--- config.mk ---
export PLATFORM = sky130hd
export DESIGN_NAME = crash_recorder_mode_fsm_flat
export DESIGN_NICKNAME = d
export VERILOG_FILES = /design/src/rtl/crmf_pkg.sv /design/src/rtl/crmf_in_if.sv /design/src/rtl/crmf_out_if.sv /design/src/rtl/crmf_log.sv /design/src/rtl/crash_recorder_mode_fsm.sv /design/src/flat_wrapper.sv
export SDC_FILE = /design/constraint.sdc
export NUM_CORES = 1
export LEC_CHECK = 0
export BUFFER_PORTS_ARGS = -buffer_cell sky130_fd_sc_hd__buf_2
export CAP_MARGIN = 15
export CORE_MARGIN = 3
export CORE_UTILIZATION = 40
export DETAILED_ROUTE_END_ITERATION = 12
export SYNTH_ARGS = -nofsm -noshare
export SYNTH_HDL_FRONTEND = slang
export SYNTH_SLANG_ARGS = --single-unit
--- constraint.sdc ---
create_clock -name clk -period 8.7 [get_ports clk]
set_input_delay 1.74 -clock clk [delete_from_list [all_inputs] [get_ports clk]]
set_output_delay 1.74 -clock clk [all_outputs]
set_load 0.02 [all_outputs]
--- src/rtl/crmf_pkg.sv ---
package crmf_pkg;

    typedef enum logic [2:0] {
        MODE_INIT       = 3'd0,
        MODE_SELF_TEST  = 3'd1,
        MODE_IDLE       = 3'd2,
        MODE_ARMED      = 3'd3,
        MODE_RECORDING  = 3'd4,
        MODE_POST_CRASH = 3'd5,
        MODE_FAULT      = 3'd6
    } mode_t;

    localparam logic [1:0] ACT_EVENT = 2'd0;
    localparam logic [1:0] ACT_TICK  = 2'd1;
    localparam logic [1:0] ACT_READ  = 2'd2;

    localparam logic [1:0] ST_OK     = 2'd0;
    localparam logic [1:0] ST_REJECT = 2'd1;
    localparam logic [1:0] ST_EMPTY  = 2'd2;

    localparam logic [3:0] EVT_INIT_COMPLETE   = 4'd0;
    localparam logic [3:0] EVT_PASS            = 4'd1;
    localparam logic [3:0] EVT_FAIL            = 4'd2;
    localparam logic [3:0] EVT_ARM             = 4'd3;
    localparam logic [3:0] EVT_DISARM          = 4'd4;
    localparam logic [3:0] EVT_IMPACT          = 4'd5;
    localparam logic [3:0] EVT_POSTCRASH       = 4'd6;
    localparam logic [3:0] EVT_RECORD_COMPLETE = 4'd7;
    localparam logic [3:0] EVT_FAULT           = 4'd8;
    localparam logic [3:0] EVT_RECOVERY        = 4'd9;

    localparam logic [15:0] POSTCRASH_RESET = 16'd5000;
    localparam logic [15:0] TIM_MAX         = 16'hFFFF;

    typedef struct packed {
        mode_t       src;
        mode_t       dst;
        logic [3:0]  evt;
        logic [31:0] stamp;
    } log_entry_t;

    typedef struct packed {
        logic       en;
        log_entry_t entry;
    } log_wr_t;

    typedef struct packed {
        logic  ok;
        mode_t dst;
    } step_t;

    function automatic step_t next_mode(mode_t m, logic [3:0] e);
        step_t r;
        r.ok  = 1'b0;
        r.dst = MODE_INIT;
        if (e == EVT_FAULT && m != MODE_FAULT)
        begin
            r.ok  = 1'b1;
            r.dst = MODE_FAULT;
        end
        else
        begin
            case (m)
                MODE_INIT:
                begin
                    if (e == EVT_INIT_COMPLETE)
                    begin
                        r.ok  = 1'b1;
                        r.dst = MODE_SELF_TEST;
                    end
                end
                MODE_SELF_TEST:
                begin
                    if (e == EVT_PASS)
                    begin
                        r.ok  = 1'b1;
                        r.dst = MODE_IDLE;
                    end
                    else if (e == EVT_FAIL)
                    begin
                        r.ok  = 1'b1;
                        r.dst = MODE_FAULT;
                    end
                end
                MODE_IDLE:
                begin
                    if (e == EVT_ARM)
                    begin
                        r.ok  = 1'b1;
                        r.dst = MODE_ARMED;
                    end
                end
                MODE_ARMED:
                begin
                    if (e == EVT_DISARM)
                    begin
                        r.ok  = 1'b1;
                        r.dst = MODE_IDLE;
                    end
                    else if (e == EVT_IMPACT)
                    begin
                        r.ok  = 1'b1;
                        r.dst = MODE_RECORDING;
                    end
                end
                MODE_RECORDING:
                begin
                    if (e == EVT_POSTCRASH)
                    begin
                        r.ok  = 1'b1;
                        r.dst = MODE_POST_CRASH;
                    end
                    else if (e == EVT_RECORD_COMPLETE)
                    begin
                        r.ok  = 1'b1;
                        r.dst = MODE_IDLE;
                    end
                end
                MODE_POST_CRASH:
                begin
                    if (e == EVT_RECORD_COMPLETE)
                    begin
                        r.ok  = 1'b1;
                        r.dst = MODE_IDLE;
                    end
                end
                MODE_FAULT:
                begin
                    if (e == EVT_RECOVERY)
                    begin
                        r.ok  = 1'b1;
                        r.dst = MODE_INIT;
                    end
                end
                default:
                begin
                    r.ok = 1'b0;
                end
            endcase
        end
        return r;
    endfunction

endpackage

--- src/rtl/crmf_in_if.sv ---
interface crmf_in_if;
    logic       valid;
    logic       ready;
    logic [1:0] action;
    logic [3:0] event_code;
    logic [3:0] log_index;

    modport source (output valid, output action, output event_code, output log_index,
                    input ready);
    modport sink (input valid, input action, input event_code, input log_index,
                  output ready);
endinterface

--- src/rtl/crmf_out_if.sv ---
interface crmf_out_if #(
    parameter int FILL_W = 5
);
    logic              valid;
    logic              ready;
    logic [1:0]        status;
    logic [2:0]        mode;
    logic [2:0]        previous_mode;
    logic              moved;
    logic [FILL_W-1:0] entries_logged;
    logic [2:0]        entry_from;
    logic [2:0]        entry_to;
    logic [3:0]        entry_event;
    logic [31:0]       entry_time;

    modport source (output valid, output status, output mode, output previous_mode,
                    output moved, output entries_logged, output entry_from,
                    output entry_to, output entry_event, output entry_time,
                    input ready);
    modport sink (input valid, input status, input mode, input previous_mode,
                  input moved, input entries_logged, input entry_from,
                  input entry_to, input entry_event, input entry_time,
                  output ready);
endinterface

--- src/rtl/crmf_log.sv ---
module crmf_log
    import crmf_pkg::*;
#(
    parameter int LOG_DEPTH = 16,
    localparam int HW = (LOG_DEPTH > 1) ? $clog2(LOG_DEPTH) : 1,
    localparam int FW = $clog2(LOG_DEPTH + 1)
)
(
    input  logic          clk,
    input  logic          rst_n,
    input  log_wr_t       wr,
    input  logic          rd_en,
    input  logic [HW-1:0] rd_addr,
    output logic [FW-1:0] fill,
    output log_entry_t    rd_entry
);

    log_entry_t    mem [LOG_DEPTH];
    log_entry_t    rd_reg;
    logic [HW-1:0] head_reg;
    logic [HW-1:0] head_next;
    logic [FW-1:0] fill_reg;
    logic [FW-1:0] fill_next;

    always_comb
    begin
        head_next = head_reg;
        fill_next = fill_reg;
        if (wr.en)
        begin
            head_next = (head_reg == HW'(LOG_DEPTH - 1)) ? '0 : head_reg + 1'b1;
            if (fill_reg != FW'(LOG_DEPTH))
            begin
                fill_next = fill_reg + 1'b1;
            end
        end
    end

    always_ff @(posedge clk or negedge rst_n)
    begin
        if (!rst_n)
        begin
            head_reg <= '0;
            fill_reg <= '0;
        end
        else
        begin
            head_reg <= head_next;
            fill_reg <= fill_next;
        end
    end

    always_ff @(posedge clk)
    begin
        if (wr.en)
        begin
            mem[head_reg] <= wr.entry;
        end
        if (rd_en)
        begin
            rd_reg <= mem[rd_addr];
        end
    end

    assign fill     = fill_reg;
    assign rd_entry = rd_reg;

endmodule

--- src/rtl/crash_recorder_mode_fsm.sv ---
// Crash recorder mode controller. Takes one item per clock on req (event, 1 ms tick or
// log read) and returns exactly one result on rsp, registered at the edge of the transfer. The
// result register and req.ready = !rsp.valid || rsp.ready give one item per clock
// whenever rsp takes results; a stalled result holds req.ready low until it transfers.
// Mode, time in mode, the millisecond clock and the ring log head and
// fill all update at the edge that takes the item; a log read is a registered read of
// the ring memory in that same edge. Read of a slot at or past the fill count returns
// status 2 with zero entry fields. Write postcrash_duration_ms only while idle.
module crash_recorder_mode_fsm
    import crmf_pkg::*;
#(
    parameter int LOG_DEPTH = 16,
    localparam int HW = (LOG_DEPTH > 1) ? $clog2(LOG_DEPTH) : 1,
    localparam int FW = $clog2(LOG_DEPTH + 1),
    localparam int IW = (HW > 4) ? HW : 4,
    localparam int CW = (IW > FW) ? IW : FW
)
(
    input  logic        clk,
    input  logic        rst_n,
    crmf_in_if.sink     req,
    crmf_out_if.source  rsp,
    input  logic        cfg_wr_en,
    input  logic [15:0] cfg_wr_data
);

    mode_t         mode_reg;
    mode_t         mode_next;
    mode_t         last_reg;
    mode_t         last_next;
    logic [15:0]   tim_reg;
    logic [15:0]   tim_next;
    logic [15:0]   tim_inc;
    logic [31:0]   clk_reg;
    logic [31:0]   clk_next;
    logic [15:0]   dur_reg;

    logic          out_valid_reg;
    logic [1:0]    status_reg;
    logic [1:0]    status_next;
    logic          moved_reg;
    logic          rd_sel_reg;
    logic          rd_hit;
    log_entry_t    went_reg;

    logic          acc;
    logic          auto_fire;
    step_t         evt_step;
    step_t         tick_step;
    log_wr_t       wr;
    logic          rd_en;
    logic [IW-1:0] idx_ext;
    logic [FW-1:0] fill;
    log_entry_t    rd_entry;
    log_entry_t    out_entry;

    assign req.ready = !out_valid_reg || rsp.ready;
    assign acc       = req.valid && req.ready;

    assign idx_ext   = IW'(req.log_index);
    assign rd_hit    = CW'(req.log_index) < CW'(fill);
    assign tim_inc   = (tim_reg == TIM_MAX) ? tim_reg : tim_reg + 16'd1;
    assign auto_fire = (mode_reg == MODE_POST_CRASH) && (tim_inc > dur_reg);
    assign evt_step  = next_mode(mode_reg, req.event_code);
    assign tick_step = next_mode(mode_reg, EVT_RECORD_COMPLETE);

    always_comb
    begin
        mode_next   = mode_reg;
        last_next   = last_reg;
        tim_next    = tim_reg;
        clk_next    = clk_reg;
        status_next = ST_OK;
        rd_en       = 1'b0;
        wr.en       = 1'b0;
        wr.entry    = '{src: mode_reg, dst: mode_reg, evt: req.event_code, stamp: clk_reg};
        if (acc)
        begin
            case (req.action)
                ACT_EVENT:
                begin
                    if (evt_step.ok)
                    begin
                        wr.en          = 1'b1;
                        wr.entry.dst   = evt_step.dst;
                    end
                    else
                    begin
                        status_next = ST_REJECT;
                    end
                end
                ACT_TICK:
                begin
                    clk_next = clk_reg + 32'd1;
                    tim_next = tim_inc;
                    if (auto_fire)
                    begin
                        wr.en          = 1'b1;
                        wr.entry.dst   = tick_step.dst;
                        wr.entry.evt   = EVT_RECORD_COMPLETE;
                        wr.entry.stamp = clk_reg + 32'd1;
                    end
                end
                ACT_READ:
                begin
                    if (rd_hit)
                    begin
                        rd_en = 1'b1;
                    end
                    else
                    begin
                        status_next = ST_EMPTY;
                    end
                end
                default:
                begin
                    status_next = ST_OK;
                end
            endcase
            if (wr.en)
            begin
                mode_next = wr.entry.dst;
                last_next = mode_reg;
                tim_next  = '0;
            end
        end
    end

    always_ff @(posedge clk or negedge rst_n)
    begin
        if (!rst_n)
        begin
            mode_reg      <= MODE_INIT;
            last_reg      <= MODE_INIT;
            tim_reg       <= '0;
            clk_reg       <= '0;
            dur_reg       <= POSTCRASH_RESET;
            out_valid_reg <= 1'b0;
        end
        else
        begin
            mode_reg <= mode_next;
            last_reg <= last_next;
            tim_reg  <= tim_next;
            clk_reg  <= clk_next;
            if (cfg_wr_en)
            begin
                dur_reg <= cfg_wr_data;
            end
            if (acc)
            begin
                out_valid_reg <= 1'b1;
            end
            else if (rsp.ready)
            begin
                out_valid_reg <= 1'b0;
            end
        end
    end

    always_ff @(posedge clk)
    begin
        if (acc)
        begin
            status_reg <= status_next;
            moved_reg  <= wr.en;
            rd_sel_reg <= rd_en;
            went_reg   <= wr.entry;
        end
    end

    crmf_log #(
        .LOG_DEPTH (LOG_DEPTH)
    ) u_log (
        .clk      (clk),
        .rst_n    (rst_n),
        .wr       (wr),
        .rd_en    (rd_en),
        .rd_addr  (idx_ext[HW-1:0]),
        .fill     (fill),
        .rd_entry (rd_entry)
    );

    always_comb
    begin
        if (rd_sel_reg)
        begin
            out_entry = rd_entry;
        end
        else if (moved_reg)
        begin
            out_entry = went_reg;
        end
        else
        begin
            out_entry = '0;
        end
    end

    assign rsp.valid          = out_valid_reg;
    assign rsp.status         = status_reg;
    assign rsp.mode           = mode_reg;
    assign rsp.previous_mode  = last_reg;
    assign rsp.moved          = moved_reg;
    assign rsp.entries_logged = fill;
    assign rsp.entry_from     = out_entry.src;
    assign rsp.entry_to       = out_entry.dst;
    assign rsp.entry_event    = out_entry.evt;
    assign rsp.entry_time     = out_entry.stamp;

    a_fill_bound: assert property (@(posedge clk) disable iff (!rst_n)
        CW'(fill) <= CW'(LOG_DEPTH))
        else $error("log fill count above depth");

    a_move_clears_time: assert property (@(posedge clk) disable iff (!rst_n)
        wr.en |=> (tim_reg == '0) && (last_reg == $past(mode_reg)) && moved_reg)
        else $error("transition did not clear time in mode or record previous mode");

    a_auto_complete: assert property (@(posedge clk) disable iff (!rst_n)
        acc && (req.action == ACT_TICK) && auto_fire |=> (mode_reg == MODE_IDLE))
        else $error("post crash timeout did not return to idle");

    a_stall_holds_state: assert property (@(posedge clk) disable iff (!rst_n)
        out_valid_reg && !rsp.ready |=> $stable(mode_reg) && $stable(clk_reg)
                                        && $stable(fill))
        else $error("state changed while result stalled");

endmodule

--- src/flat_wrapper.sv ---
// flat-port wrapper written by rule: the top's interface ports become plain ports
module crash_recorder_mode_fsm_flat import crmf_pkg::*;
#(
    parameter int LOG_DEPTH = 16,
    localparam int HW = (LOG_DEPTH > 1) ? $clog2(LOG_DEPTH) : 1,
    localparam int FW = $clog2(LOG_DEPTH + 1),
    localparam int IW = (HW > 4) ? HW : 4,
    localparam int CW = (IW > FW) ? IW : FW
)
  (clk, rst_n, cfg_wr_en, cfg_wr_data, req_valid, req_action, req_event_code, req_log_index, req_ready, rsp_valid, rsp_status, rsp_mode, rsp_previous_mode, rsp_moved, rsp_entries_logged, rsp_entry_from, rsp_entry_to, rsp_entry_event, rsp_entry_time, rsp_ready);
  crmf_in_if req_i ();
  crmf_out_if rsp_i ();
  input  logic clk;
  input  logic rst_n;
  input  logic cfg_wr_en;
  input  logic [15:0] cfg_wr_data;
  input wire logic [$bits(req_i.valid)-1:0] req_valid;
  input wire logic [$bits(req_i.action)-1:0] req_action;
  input wire logic [$bits(req_i.event_code)-1:0] req_event_code;
  input wire logic [$bits(req_i.log_index)-1:0] req_log_index;
  output wire logic [$bits(req_i.ready)-1:0] req_ready;
  output wire logic [$bits(rsp_i.valid)-1:0] rsp_valid;
  output wire logic [$bits(rsp_i.status)-1:0] rsp_status;
  output wire logic [$bits(rsp_i.mode)-1:0] rsp_mode;
  output wire logic [$bits(rsp_i.previous_mode)-1:0] rsp_previous_mode;
  output wire logic [$bits(rsp_i.moved)-1:0] rsp_moved;
  output wire logic [$bits(rsp_i.entries_logged)-1:0] rsp_entries_logged;
  output wire logic [$bits(rsp_i.entry_from)-1:0] rsp_entry_from;
  output wire logic [$bits(rsp_i.entry_to)-1:0] rsp_entry_to;
  output wire logic [$bits(rsp_i.entry_event)-1:0] rsp_entry_event;
  output wire logic [$bits(rsp_i.entry_time)-1:0] rsp_entry_time;
  input wire logic [$bits(rsp_i.ready)-1:0] rsp_ready;
  assign req_i.valid = req_valid;
  assign req_i.action = req_action;
  assign req_i.event_code = req_event_code;
  assign req_i.log_index = req_log_index;
  assign req_ready = req_i.ready;
  assign rsp_valid = rsp_i.valid;
  assign rsp_status = rsp_i.status;
  assign rsp_mode = rsp_i.mode;
  assign rsp_previous_mode = rsp_i.previous_mode;
  assign rsp_moved = rsp_i.moved;
  assign rsp_entries_logged = rsp_i.entries_logged;
  assign rsp_entry_from = rsp_i.entry_from;
  assign rsp_entry_to = rsp_i.entry_to;
  assign rsp_entry_event = rsp_i.entry_event;
  assign rsp_entry_time = rsp_i.entry_time;
  assign rsp_i.ready = rsp_ready;
  crash_recorder_mode_fsm #(.LOG_DEPTH(LOG_DEPTH)) u_core (.clk(clk), .rst_n(rst_n), .req(req_i), .rsp(rsp_i), .cfg_wr_en(cfg_wr_en), .cfg_wr_data(cfg_wr_data));
endmodule
; ---- Yosys cells after proc, flatten, opt, wreduce, memory -nomap -nowiden
; Memory sizes are Yosys's and may differ from the RTL's. A register that Yosys moved wholly into a read port is not among the register bits.
; Cells that the tools add are included.
[word_totals]
ff_bits = 126
latch_bits = 0
mem_bits_rw = 672
mem_bits_ro = 0
in_bits = 31
out_inout_bits = 58
word_cells = 97
n_memories = 1
[mem_list]
columns = name, depth, word_bits, read_ports, rd_ports_with_merged_regs, write_ports, line
row1 = u_core.u_log.mem, 16, 42, 1, 1, 1, crmf_log.sv:18  ; log_entry_t mem [LOG_DEPTH];
[op_classes]
addsub = 4
n_mul = 0
n_div = 0
order_cmp = 2
n_eq_ne = 21
shifts = 0
mux = 39
bitwise = 0
n_reduce_logical = 15
[ops]
columns = operator, count
row1 = $mux W42, 2
row2 = $mux W39, 2
row3 = $mux W16, 3
row4 = $mux W4, 11
row5 = $mux W36, 1
row6 = $add A32 B1 Y32 const B, 1
row7 = $pmux W3 S7, 1
row8 = $add A16 B1 Y16 const B, 1
row9 = $eq A16 B16 Y1 const B, 1
row10 = $eq A4 B3 Y1 const B, 4
row11 = $gt A16 B16 Y1, 1
row12 = $eq A4 B4 Y1 const B, 3
row13 = $mux W1, 12
row14 = $eq A3 B3 Y1 const B, 3
row15 = $eq A4 B2 Y1 const B, 2
row16 = $reduce_and A2 Y1, 4
row17 = $pmux W1 S7, 1
row18 = $eq A3 B2 Y1 const B, 2
row19 = $pmux W3 S2, 1
row20 = $add A5 B1 Y5 const B, 1
row21 = $lt A4 B5 Y1, 1
row22 = $ne A5 B5 Y1 const B, 1
row23 = $add A4 B1 Y4 const B, 1
row24 = $eq A4 B1 Y1 const B, 1
row25 = other kinds (16), 20

; ---- Depth between registers and ports, before layout
; Gate-level depths: netlist of run 1.
[depth]
word_depth = 11
depth_mapped = 18
depth_no_buf = 15

; ---- Cells and area by module
; Synthesis of run 1 repeated with hierarchy kept, for this count alone.
[unflattened]
cells_unflattened = 1768
hier_area_um2 = 33557.2
[by_module_without_submodules]
columns = mod, n_inst, cells_each, area_each_um2, seq_area_each_um2
row1 = crmf_log, 1, 1133, 26918.3, 21665.8
row2 = crash_recorder_mode_fsm, 1, 635, 6638.9, 3164.3

; ---- Worst setup path before layout of run 1
; No wires, ideal clock.
[synth_timing]
kind = input -> register
start = input port req_log_index[0]
end = register u_core.rd_sel_reg, data pin
setup_ns = 1.056
t_arrival_ns = 7.151
t_required_ns = 7.644
setup_slack_ns = 0.493
cell_stages = 8
n_path_buf = 2
cell_sequence = clkbuf_1 -> buf_2 -> o21ai_0 -> nand2b_1 -> a21o_1 -> a21oi_1 -> nor2_1 -> nor4b_1
[synth_via]
elab_chain_cells = 4
[synth_rtl]
columns = element, line
row1 = start: declaration, flat_wrapper.sv:20  ; input wire logic [$bits(req_i.log_index)-1:0] req_log_index;
row2 = $lt A4 B5 Y1, crash_recorder_mode_fsm.sv:61  ; assign rd_hit = CW'(req.log_index) < CW'(fill);
row3 = $mux W1, crash_recorder_mode_fsm.sv:106  ; if (rd_hit)
row4 = $mux W1, crash_recorder_mode_fsm.sv:79  ; case (req.action)
row5 = $mux W1, crash_recorder_mode_fsm.sv:77  ; if (acc)
row6 = named net u_core.rd_en, crash_recorder_mode_fsm.sv:51  ; logic rd_en;
row7 = end signal: assignment, crash_recorder_mode_fsm.sv:167  ; rd_sel_reg <= rd_en;
row8 = end: declaration, crash_recorder_mode_fsm.sv:42  ; logic rd_sel_reg;
; The timed path passes the listed nets, and every way through them passes these cells.
; A chain may end at the register's enable or synchronous reset.

==> impl_metrics.sql, run 1 <==
INSERT INTO impl_metrics (metric_group, metric, value, unit) VALUES
('grt', 'grt_first_pass_wirelength', '115700', 'µm'),
('logic_synthesis', 'part_of_the_yosys_area_used_for_sequential_elements', '74.13', '%'),
('cts', 'cts.clk_slew.worst_paths', '0.06', 'ns'),
('timing', 'finalCritPeriodShare', '64.46', '%'),
('die', 'fp.coreArea', '0.08250', 'mm²'),
('placement', 'place.gp.congestion', '0.8136', ''),
('route', 'route.detailed.wl_per_inst', '26.28', 'µm'),
('cts', 'cts_buffer_depth', '3', ''),
('final_layout', 'antenna_diode_count', '0', ''),
('cts', 'tritoncts_num_sinks', '840', ''),
('critical_path', 'critical_path_required', '8.98', 'ns'),
('final_layout', 'drive_gt1_share', '27.58', '%'),
('cts', 'post_cts_resized', '0', ''),
('grt', 'first_global_vias', '17511', ''),
('placement', 'post-dp-hpwl', '42260', 'µm'),
('cts', 'worstSkewPairLatency', '0.65', 'ns'),
('die', 'std_cell_rows', '105', ''),
('logic_synthesis', 'synth_area_per_cell', '19.99', 'µm²'),
('timing', 'fin_setup_tns', '0', 'ns'),
('timing', 'final.setup_skew', '0.05284', 'ns'),
('timing', 'grt_setup_unrepaired', 'no', ''),
('critical_path', 'cp_max_fo', '17', ''),
('cts', 'cts-buffers-inserted', '87', ''),
('grt', 'globalRouteTotalUtil', '18.15', '%'),
('route', 'dr_vias', '16634', ''),
('run', 'max-cap-violations', '0', ''),
('die', 'initial_core_util', '40.60', '%'),
('logic_synthesis', 'synth_cells', '1676', ''),
('timing', 'report.final.setup_viol', '0', ''),
('timing', 'final_critical_path_setup_slack', '3.092', 'ns'),
('die', 'die_width', '295.4', 'µm'),
('grt', 'antenna_found_initial', '1', ''),
('cts', 'cts_post_setup_buffers_inserted', '0', ''),
('final_layout', 'largest_reg_flops', '672', ''),
('route', 'wl', '77870', 'µm'),
('placement', 'preCtsSetupSlack', '3.137', 'ns'),
('timing', 'slew-limit-headroom', '23.80', '%'),
('power', 'power_per_cell_area', '226.3', 'mW/mm²'),
('logic_synthesis', 'synth_top_cells_by_area', 'sky130_fd_sc_hd__edfxtp_1 (68%), sky130_fd_sc_hd__mux4_2 (14%), sky130_fd_sc_hd__dfrtp_1 (5.6%)', ''),
('timing', 'max_slew.worst_pin.slew', '1.139', 'ns'),
('route', 'route.detailed.vias_per_inst', '5.614', ''),
('logic_synthesis', 'synth.ff_latch_count', '840', ''),
('logic_synthesis', 'synth_top_area_share', '68.13', '%'),
('cts', 'ctsRootBufferMaster', 'sky130_fd_sc_hd__clkbuf_16', ''),
('route', 'drt_drc_violations_left', '0', ''),
('timing', 'whs', '0.4898', 'ns'),
('placement', 'io_buffer_count', '88', ''),
('logic_synthesis', 'synth.net_count', '1734', ''),
('critical_path', 'setup.worst_path.start_class', 'register', ''),
('grt', 'grt_remaining_overflow', '0', ''),
('route', 'detail_route.iter0.violations', '1612', ''),
('timing', 'max_clock_freq', '178.3', 'MHz'),
('die', 'die-area', '0.08725', 'mm²'),
('grt', 'grt_start_max_net_pins', '93', ''),
('final_layout', 'num-nets-final', '1880', ''),
('logic_synthesis', 'synth_largest_area_cell', 'sky130_fd_sc_hd__edfxtp_1', ''),
('die', 'floorplan.die.height', '295.4', 'µm'),
('final_layout', 'finish.utilization', '46.31', '%'),
('cts', 'cts-htree-levels', '3', ''),
('final_layout', 'flow.area_growth_from_synthesis', '14.07', '%'),
('critical_path', 'critPathKind', 'reg2reg', ''),
('logic_synthesis', 'post_synth_instance_area', '0.03350', 'mm²'),
('critical_path', 'worstSetupEndpointType', 'register', ''),
('route', 'drtAntennaViolNets', '0', ''),
('timing', 'timing.final.hold_violations', '0', ''),
('timing', 'post_route_minimum_period', '5.608', 'ns'),
('cts', 'postCtsHoldBufs', '0', ''),
('logic_synthesis', 'yosysUniqueCellTypes', '70', ''),
('logic_synthesis', 'synth_edf_count', '760', ''),
('run_status', 'outcome', 'complete, no violations', ''),
('power', 'max-vdd-ir-drop', '0.1587', 'mV'),
('die', 'ios', '89', ''),
('critical_path', 'number_of_cells_on_the_worst_reg_to_reg_path', '16', ''),
('logic_synthesis', 'async_set_or_reset_flop_fraction_in_the_synthesized_netlist', '9.524', '%'),
('route', 'drt_first_pass_iters', '5', ''),
('power', 'cellLeakagePower', '13.13', 'nW'),
('worst_hold_path', 'worstHoldPathType', 'reg2reg', ''),
('cts', 'clock_tree_from_tritoncts', 'built', ''),
('logic_synthesis', 'synth_warnings', '0', ''),
('worst_hold_path', 'worst_hold_path.num_cells', '1', ''),
('logic_synthesis', 'synth_flop_cell', 'sky130_fd_sc_hd__edfxtp_1', ''),
('timing', 'timing_max_transition_violations_final', '0', ''),
('critical_path', 'worst-endpoint-arrival', '5.89', 'ns');
report_power, final:
| group | internal (mW) | switching (mW) |
|---|---|---|
| combinational | 0.192 | 0.295 |
| clock | 2.09 | 1.54 |
| sequential | 4.48 | 0.0574 |
cell usage after synthesis, drive strengths merged, types with 8 or more instances:
| cell | number |
|---|---|
| and2 | 10 |
| nor2 | 47 |
| nand4 | 20 |
| and3 | 15 |
| nor4 | 8 |
| nand2 | 85 |
| ha | 27 |
| a22o | 48 |
| nor3 | 17 |
| nand3 | 20 |
| xnor2 | 39 |
| edfxtp | 760 |
| a21oi | 15 |
| o21ai | 29 |
| inv | 29 |
| a31oi | 11 |
| xor2 | 36 |
| buf | 33 |
| dfrtp | 75 |
| nand2b | 10 |
| mux4 | 210 |
| clkbuf | 58 |
cell families (layout without fill, tap and decap cells):
logic type | Yosys count | count (layout) | share of synthesized area, %
AO/OA/AOI/OAI | 132 | 132 | 2.872
XOR/XNOR | 75 | 75 | 1.983
adder cells (fa/ha/maj) | 27 | 27 | 1.009
buffers and inverters | 120 | 337 | 1.576
flip-flops | 840 | 840 | 74.13
multiplexers | 215 | 215 | 14.29
AND/OR/NAND/NOR | 267 | 267 | 4.139
path summary, 6_finish.rpt:
kind                               startpoint             endpoint  slack [ns]
min in group asynchronous               rst_n   u_core.clk_reg[17]        1.08
max                         u_core.tim_reg[3]  u_core.went_reg[10]        3.09
max reg2reg                 u_core.tim_reg[3]  u_core.went_reg[10]        3.09
min reg2reg                u_core.clk_reg[31]   u_core.clk_reg[31]        0.49
max in group asynchronous               rst_n   u_core.dur_reg[11]        6.56
min                        u_core.clk_reg[31]   u_core.clk_reg[31]        0.49
area by class of cell:
cell class / instances / area [µm²]
fill: 6810 / 44290
sequential: 840 / 24830
multi-input combinational: 716 / 8209
clock buffer: 112 / 2302
tap: 1070 / 1339
timing repair buffer: 148 / 924.6
clock inverter: 48 / 493.0
inverter: 29 / 113.9
critical path, stage by stage (launching register included):
cell and delay (ns):
sky130_fd_sc_hd__dfrtp_1 0.44, sky130_fd_sc_hd__and4_1 0.28, sky130_fd_sc_hd__nand3_1 0.13, sky130_fd_sc_hd__or2_2 0.33
sky130_fd_sc_hd__o21bai_1 0.25, sky130_fd_sc_hd__o21a_1 0.22, sky130_fd_sc_hd__or2_2 0.30, sky130_fd_sc_hd__ha_1 0.32
sky130_fd_sc_hd__nand4_1 0.13, sky130_fd_sc_hd__or2_1 0.26, sky130_fd_sc_hd__a211oi_2 0.18, sky130_fd_sc_hd__o31ai_2 0.09
sky130_fd_sc_hd__buf_4 0.19, sky130_fd_sc_hd__or2_1 0.44, sky130_fd_sc_hd__buf_4 0.30, sky130_fd_sc_hd__or4b_1 0.52
sky130_fd_sc_hd__xnor2_1 0.88
per-stage QoR:
step,power (mW),instance area [µm²],instances
after floorplan,4.934,33500,1676
after global placement,5.093,35290,2787
after detailed placement,5.107,35290,2787
after CTS,8.726,38080,2947
after global routing,8.945,38210,2963
final,8.648,38210,2963
cell usage in the layout (no fill, tap or decap), types with 15 or more instances in the layout:
cell                          n
sky130_fd_sc_hd__a21oi_1     15
sky130_fd_sc_hd__a22o_1      48
sky130_fd_sc_hd__buf_2       84
sky130_fd_sc_hd__buf_4       61
sky130_fd_sc_hd__clkbuf_1    23
sky130_fd_sc_hd__clkbuf_16   88
sky130_fd_sc_hd__clkinv_1    20
sky130_fd_sc_hd__dfrtp_1     75
sky130_fd_sc_hd__edfxtp_1   760
sky130_fd_sc_hd__ha_1        27
sky130_fd_sc_hd__inv_1       27
sky130_fd_sc_hd__mux4_2     210
sky130_fd_sc_hd__nand2_1     84
sky130_fd_sc_hd__nand3_1     20
sky130_fd_sc_hd__nand4_1     19
sky130_fd_sc_hd__nor2_1      44
sky130_fd_sc_hd__nor3_1      16
sky130_fd_sc_hd__o21ai_0     27
sky130_fd_sc_hd__xnor2_1     37
sky130_fd_sc_hd__xor2_1      36
per-layer routing:
layer	track usage, %	up-vias	wire, µm
met2	30.78	483	39480
li1	-	7111	-
met4	4.711	2	1785
met1	24.48	8922	32760
met5	0	-	13
met3	3.170	116	3833
No activity file was read; power rests on OpenSTA's default activity.
==> inputs of run 2 (changes only) <==
==> constraint.sdc (replaced) <==
create_clock -name clk -period 4.8 [get_ports clk]
set_input_delay 0.96 -clock clk [delete_from_list [all_inputs] [get_ports clk]]
set_output_delay 0.96 -clock clk [all_outputs]
set_load 0.02 [all_outputs]
==> impl_metrics.sql, run 2 (synthesized netlist as in run 1, its figures left out) <==
INSERT INTO impl_metrics (metric_group, metric, value, unit) VALUES
('die', 'die-area', '0.08725', 'mm²'),
('final_layout', 'drive_gt1_share', '29.75', '%'),
('critical_path', 'setup.reg_to_reg.worst_slack', '0.28', 'ns'),
('final_layout', 'final_common_cell', 'sky130_fd_sc_hd__edfxtp_1', ''),
('die', 'fp.coreArea', '0.08250', 'mm²'),
('grt', 'grt_remaining_overflow', '0', ''),
('final_layout', 'largest_reg_flops', '672', ''),
('critical_path', 'critPathKind', 'reg2reg', ''),
('timing', 'grt_setup_unrepaired', 'no', ''),
('final_layout', 'flow.area_growth_from_synthesis', '15.90', '%'),
('route', 'drt_first_pass_iters', '5', ''),
('die', 'std_cell_rows', '105', ''),
('critical_path', 'endpoint_of_the_worst_slack_reg_to_reg_timing_path', 'u_core.u_log.mem[12][38]', ''),
('final_layout', 'seqCellArea', '0.02483', 'mm²'),
('cts', 'clock_tree_from_tritoncts', 'built', ''),
('timing', 'timing.final.hold_violations', '0', ''),
('timing', 'slew-limit-headroom', '27.64', '%'),
('worst_hold_path', 'worstHoldPathType', 'in2async', ''),
('final_layout', 'multiInputGateArea', '0.008292', 'mm²'),
('route', 'route.detailed.vias_per_inst', '5.602', ''),
('critical_path', 'worstSetupEndpointType', 'register', ''),
('grt', 'globalRouteTotalUtil', '18.43', '%'),
('power', 'cellLeakagePower', '13.41', 'nW'),
('route', 'route.detailed.wl_per_inst', '26.28', 'µm'),
('timing', 'max_clock_freq', '221.0', 'MHz'),
('critical_path', 'cp_max_fo', '33', ''),
('final_layout', 'num-nets-final', '1923', ''),
('grt', 'grt_start_max_net_pins', '74', ''),
('run', 'max-cap-violations', '0', ''),
('route', 'detail_route.iter0.violations', '1527', ''),
('route', 'drt_drc_violations_left', '0', ''),
('run_status', 'outcome', 'complete, no violations', ''),
('timing', 'post_route_minimum_period', '4.525', 'ns'),
('critical_path', 'setup.worst_path.start_class', 'register', ''),
('timing', 'report.final.setup_viol', '0', ''),
('critical_path', 'worst-endpoint-arrival', '4.84', 'ns'),
('cts', 'worstSkewPairLatency', '0.65', 'ns'),
('critical_path', 'worstSetupStartpoint', 'u_core.tim_reg[5]', ''),
('timing', 'whs', '0.3427', 'ns'),
('cts', 'cts_buffer_depth', '3', ''),
('grt', 'grt_first_pass_wirelength', '117300', 'µm'),
('power', 'power_per_cell_area', '404.2', 'mW/mm²'),
('placement', 'preCtsSetupSlack', '-0.1801', 'ns'),
('critical_path', 'r2r_start', 'u_core.tim_reg[5]', ''),
('critical_path', 'crit_end', 'u_core.u_log.mem[12][38]', ''),
('timing', 'timing_max_transition_violations_final', '0', ''),
('cts', 'postCtsHoldBufs', '0', ''),
('cts', 'ctsRootBufferMaster', 'sky130_fd_sc_hd__clkbuf_16', ''),
('die', 'floorplan.die.height', '295.4', 'µm'),
('final_layout', 'fillers', '6873', ''),
('route', 'dr_vias', '16829', ''),
('cts', 'tritoncts_num_sinks', '840', ''),
('critical_path', 'critical_path_required', '5.11', 'ns'),
('cts', 'cts.clk_slew.worst_paths', '0.06', 'ns'),
('timing', 'final.setup_skew', '0.04341', 'ns'),
('grt', 'first_global_vias', '17572', ''),
('placement', 'post-dp-hpwl', '45030', 'µm'),
('critical_path', 'number_of_cells_on_the_worst_reg_to_reg_path', '17', ''),
('cts', 'cts-htree-levels', '3', ''),
('cts', 'cts-buffers-inserted', '87', ''),
('timing', 'finalCritPeriodShare', '94.27', '%'),
('die', 'initial_core_util', '40.60', '%'),
('timing', 'final_critical_path_setup_slack', '0.2750', 'ns'),
('route', 'wl', '78960', 'µm'),
('final_layout', 'final_cell_mix', 'sky130_fd_sc_hd__edfxtp_1 (760), sky130_fd_sc_hd__mux4_2 (210), sky130_fd_sc_hd__clkbuf_16 (87), sky130_fd_sc_hd__buf_4 (86)', ''),
('placement', 'place.gp.congestion', '0.8353', ''),
('timing', 'max_slew.worst_pin.slew', '1.085', 'ns'),
('grt', 'antenna_found_initial', '3', ''),
('final_layout', 'finish.utilization', '47.06', '%'),
('die', 'die_width', '295.4', 'µm'),
('route', 'drtAntennaViolNets', '0', ''),
('power', 'max-vdd-ir-drop', '0.2585', 'mV'),
('die', 'ios', '89', ''),
('placement', 'io_buffer_count', '88', '');
## run 2: changes by cell type in the layout (fill, tap and decap cells not counted), sizes merged
cell	change
inv	+3
clkinv	-2
clkbuf	-4
diode	+1
buf	+43
## run 2: worst min-delay path by stage
stage | start | to | cells after the start
after detailed placement | u_core.rsp.previous_mode[0] | u_core.rsp.previous_mode[0] | 2
after CTS | rst_n | u_core.clk_reg[29] | 1
after floorplan | u_core.clk_reg[31] | u_core.clk_reg[31] | 1
final | rst_n | u_core.dur_reg[10] | 1
after global placement | u_core.rsp.previous_mode[0] | u_core.rsp.previous_mode[0] | 2
after global routing | rst_n | u_core.dur_reg[11] | 1
## run 2: metrics by stage
| stage | power (mW) | setup TNS [ns] | cell area, µm² | std cells |
|---|---|---|---|---|
| floorplan | 8.945 | -108.46 | 33530 | 1676 |
| global placement | 9.275 | -0.7352 | 35910 | 2839 |
| detailed placement | 9.299 | -4.758 | 35910 | 2839 |
| CTS | 15.86 | 0 | 38710 | 2996 |
| global route | 16.24 | 0 | 38820 | 3003 |
| finish | 15.69 | 0 | 38820 | 3004 |
## run 2: what timing repair did
item	in CTS	in global routing
endpoints found under the setup margin	51	102
resized for setup	3	4
setup buffers	0	2
endpoints found under the hold margin	0	0
pin swaps	0	2
## run 2: critical path, cell delays in order, from the launching register on
cell	delay, ns
sky130_fd_sc_hd__dfrtp_1	0.36
sky130_fd_sc_hd__and4_1	0.26
sky130_fd_sc_hd__nand3_1	0.13
sky130_fd_sc_hd__or2_2	0.33
sky130_fd_sc_hd__o21bai_1	0.18
sky130_fd_sc_hd__o21a_1	0.19
sky130_fd_sc_hd__or2_2	0.31
sky130_fd_sc_hd__ha_1	0.32
sky130_fd_sc_hd__nand4_1	0.12
sky130_fd_sc_hd__or2_1	0.25
sky130_fd_sc_hd__a211oi_2	0.18
sky130_fd_sc_hd__o31ai_2	0.13
sky130_fd_sc_hd__buf_4	0.19
sky130_fd_sc_hd__o21a_1	0.25
sky130_fd_sc_hd__inv_6	0.08
sky130_fd_sc_hd__and3_1	0.18
sky130_fd_sc_hd__and2_2	0.39
sky130_fd_sc_hd__buf_12	0.30
## run 2: layout make-up
| class | instances | share of cell area, % |
|---|---|---|
| tap | 1070 | 3.448 |
| multi-input combinational | 716 | 21.36 |
| clock buffer | 108 | 5.811 |
| inverter | 29 | 0.2933 |
| timing repair buffer | 191 | 3.793 |
| sequential | 840 | 63.96 |
| clock inverter | 49 | 1.334 |
| antenna | 1 | 0.006446 |
## run 2: routing by layer
metal / up-vias / share of wire (%) / global-route usage [%] / routed length, µm
met1: 8990 / 42 / 24.83 / 33310
met5: - / 0.014 / 0 / 11
li1: 7191 / - / - / -
met2: 516 / 50 / 31.08 / 39860
met3: 130 / 4.7 / 3.117 / 3730
met4: 2 / 2.6 / 5.365 / 2044
## run 2: power by group
group	leakage (nW)	switching [mW]	internal, mW
Clock	1.35	2.80	3.75
Sequential	8.17	0.103	8.11
Combinational	3.89	0.549	0.373
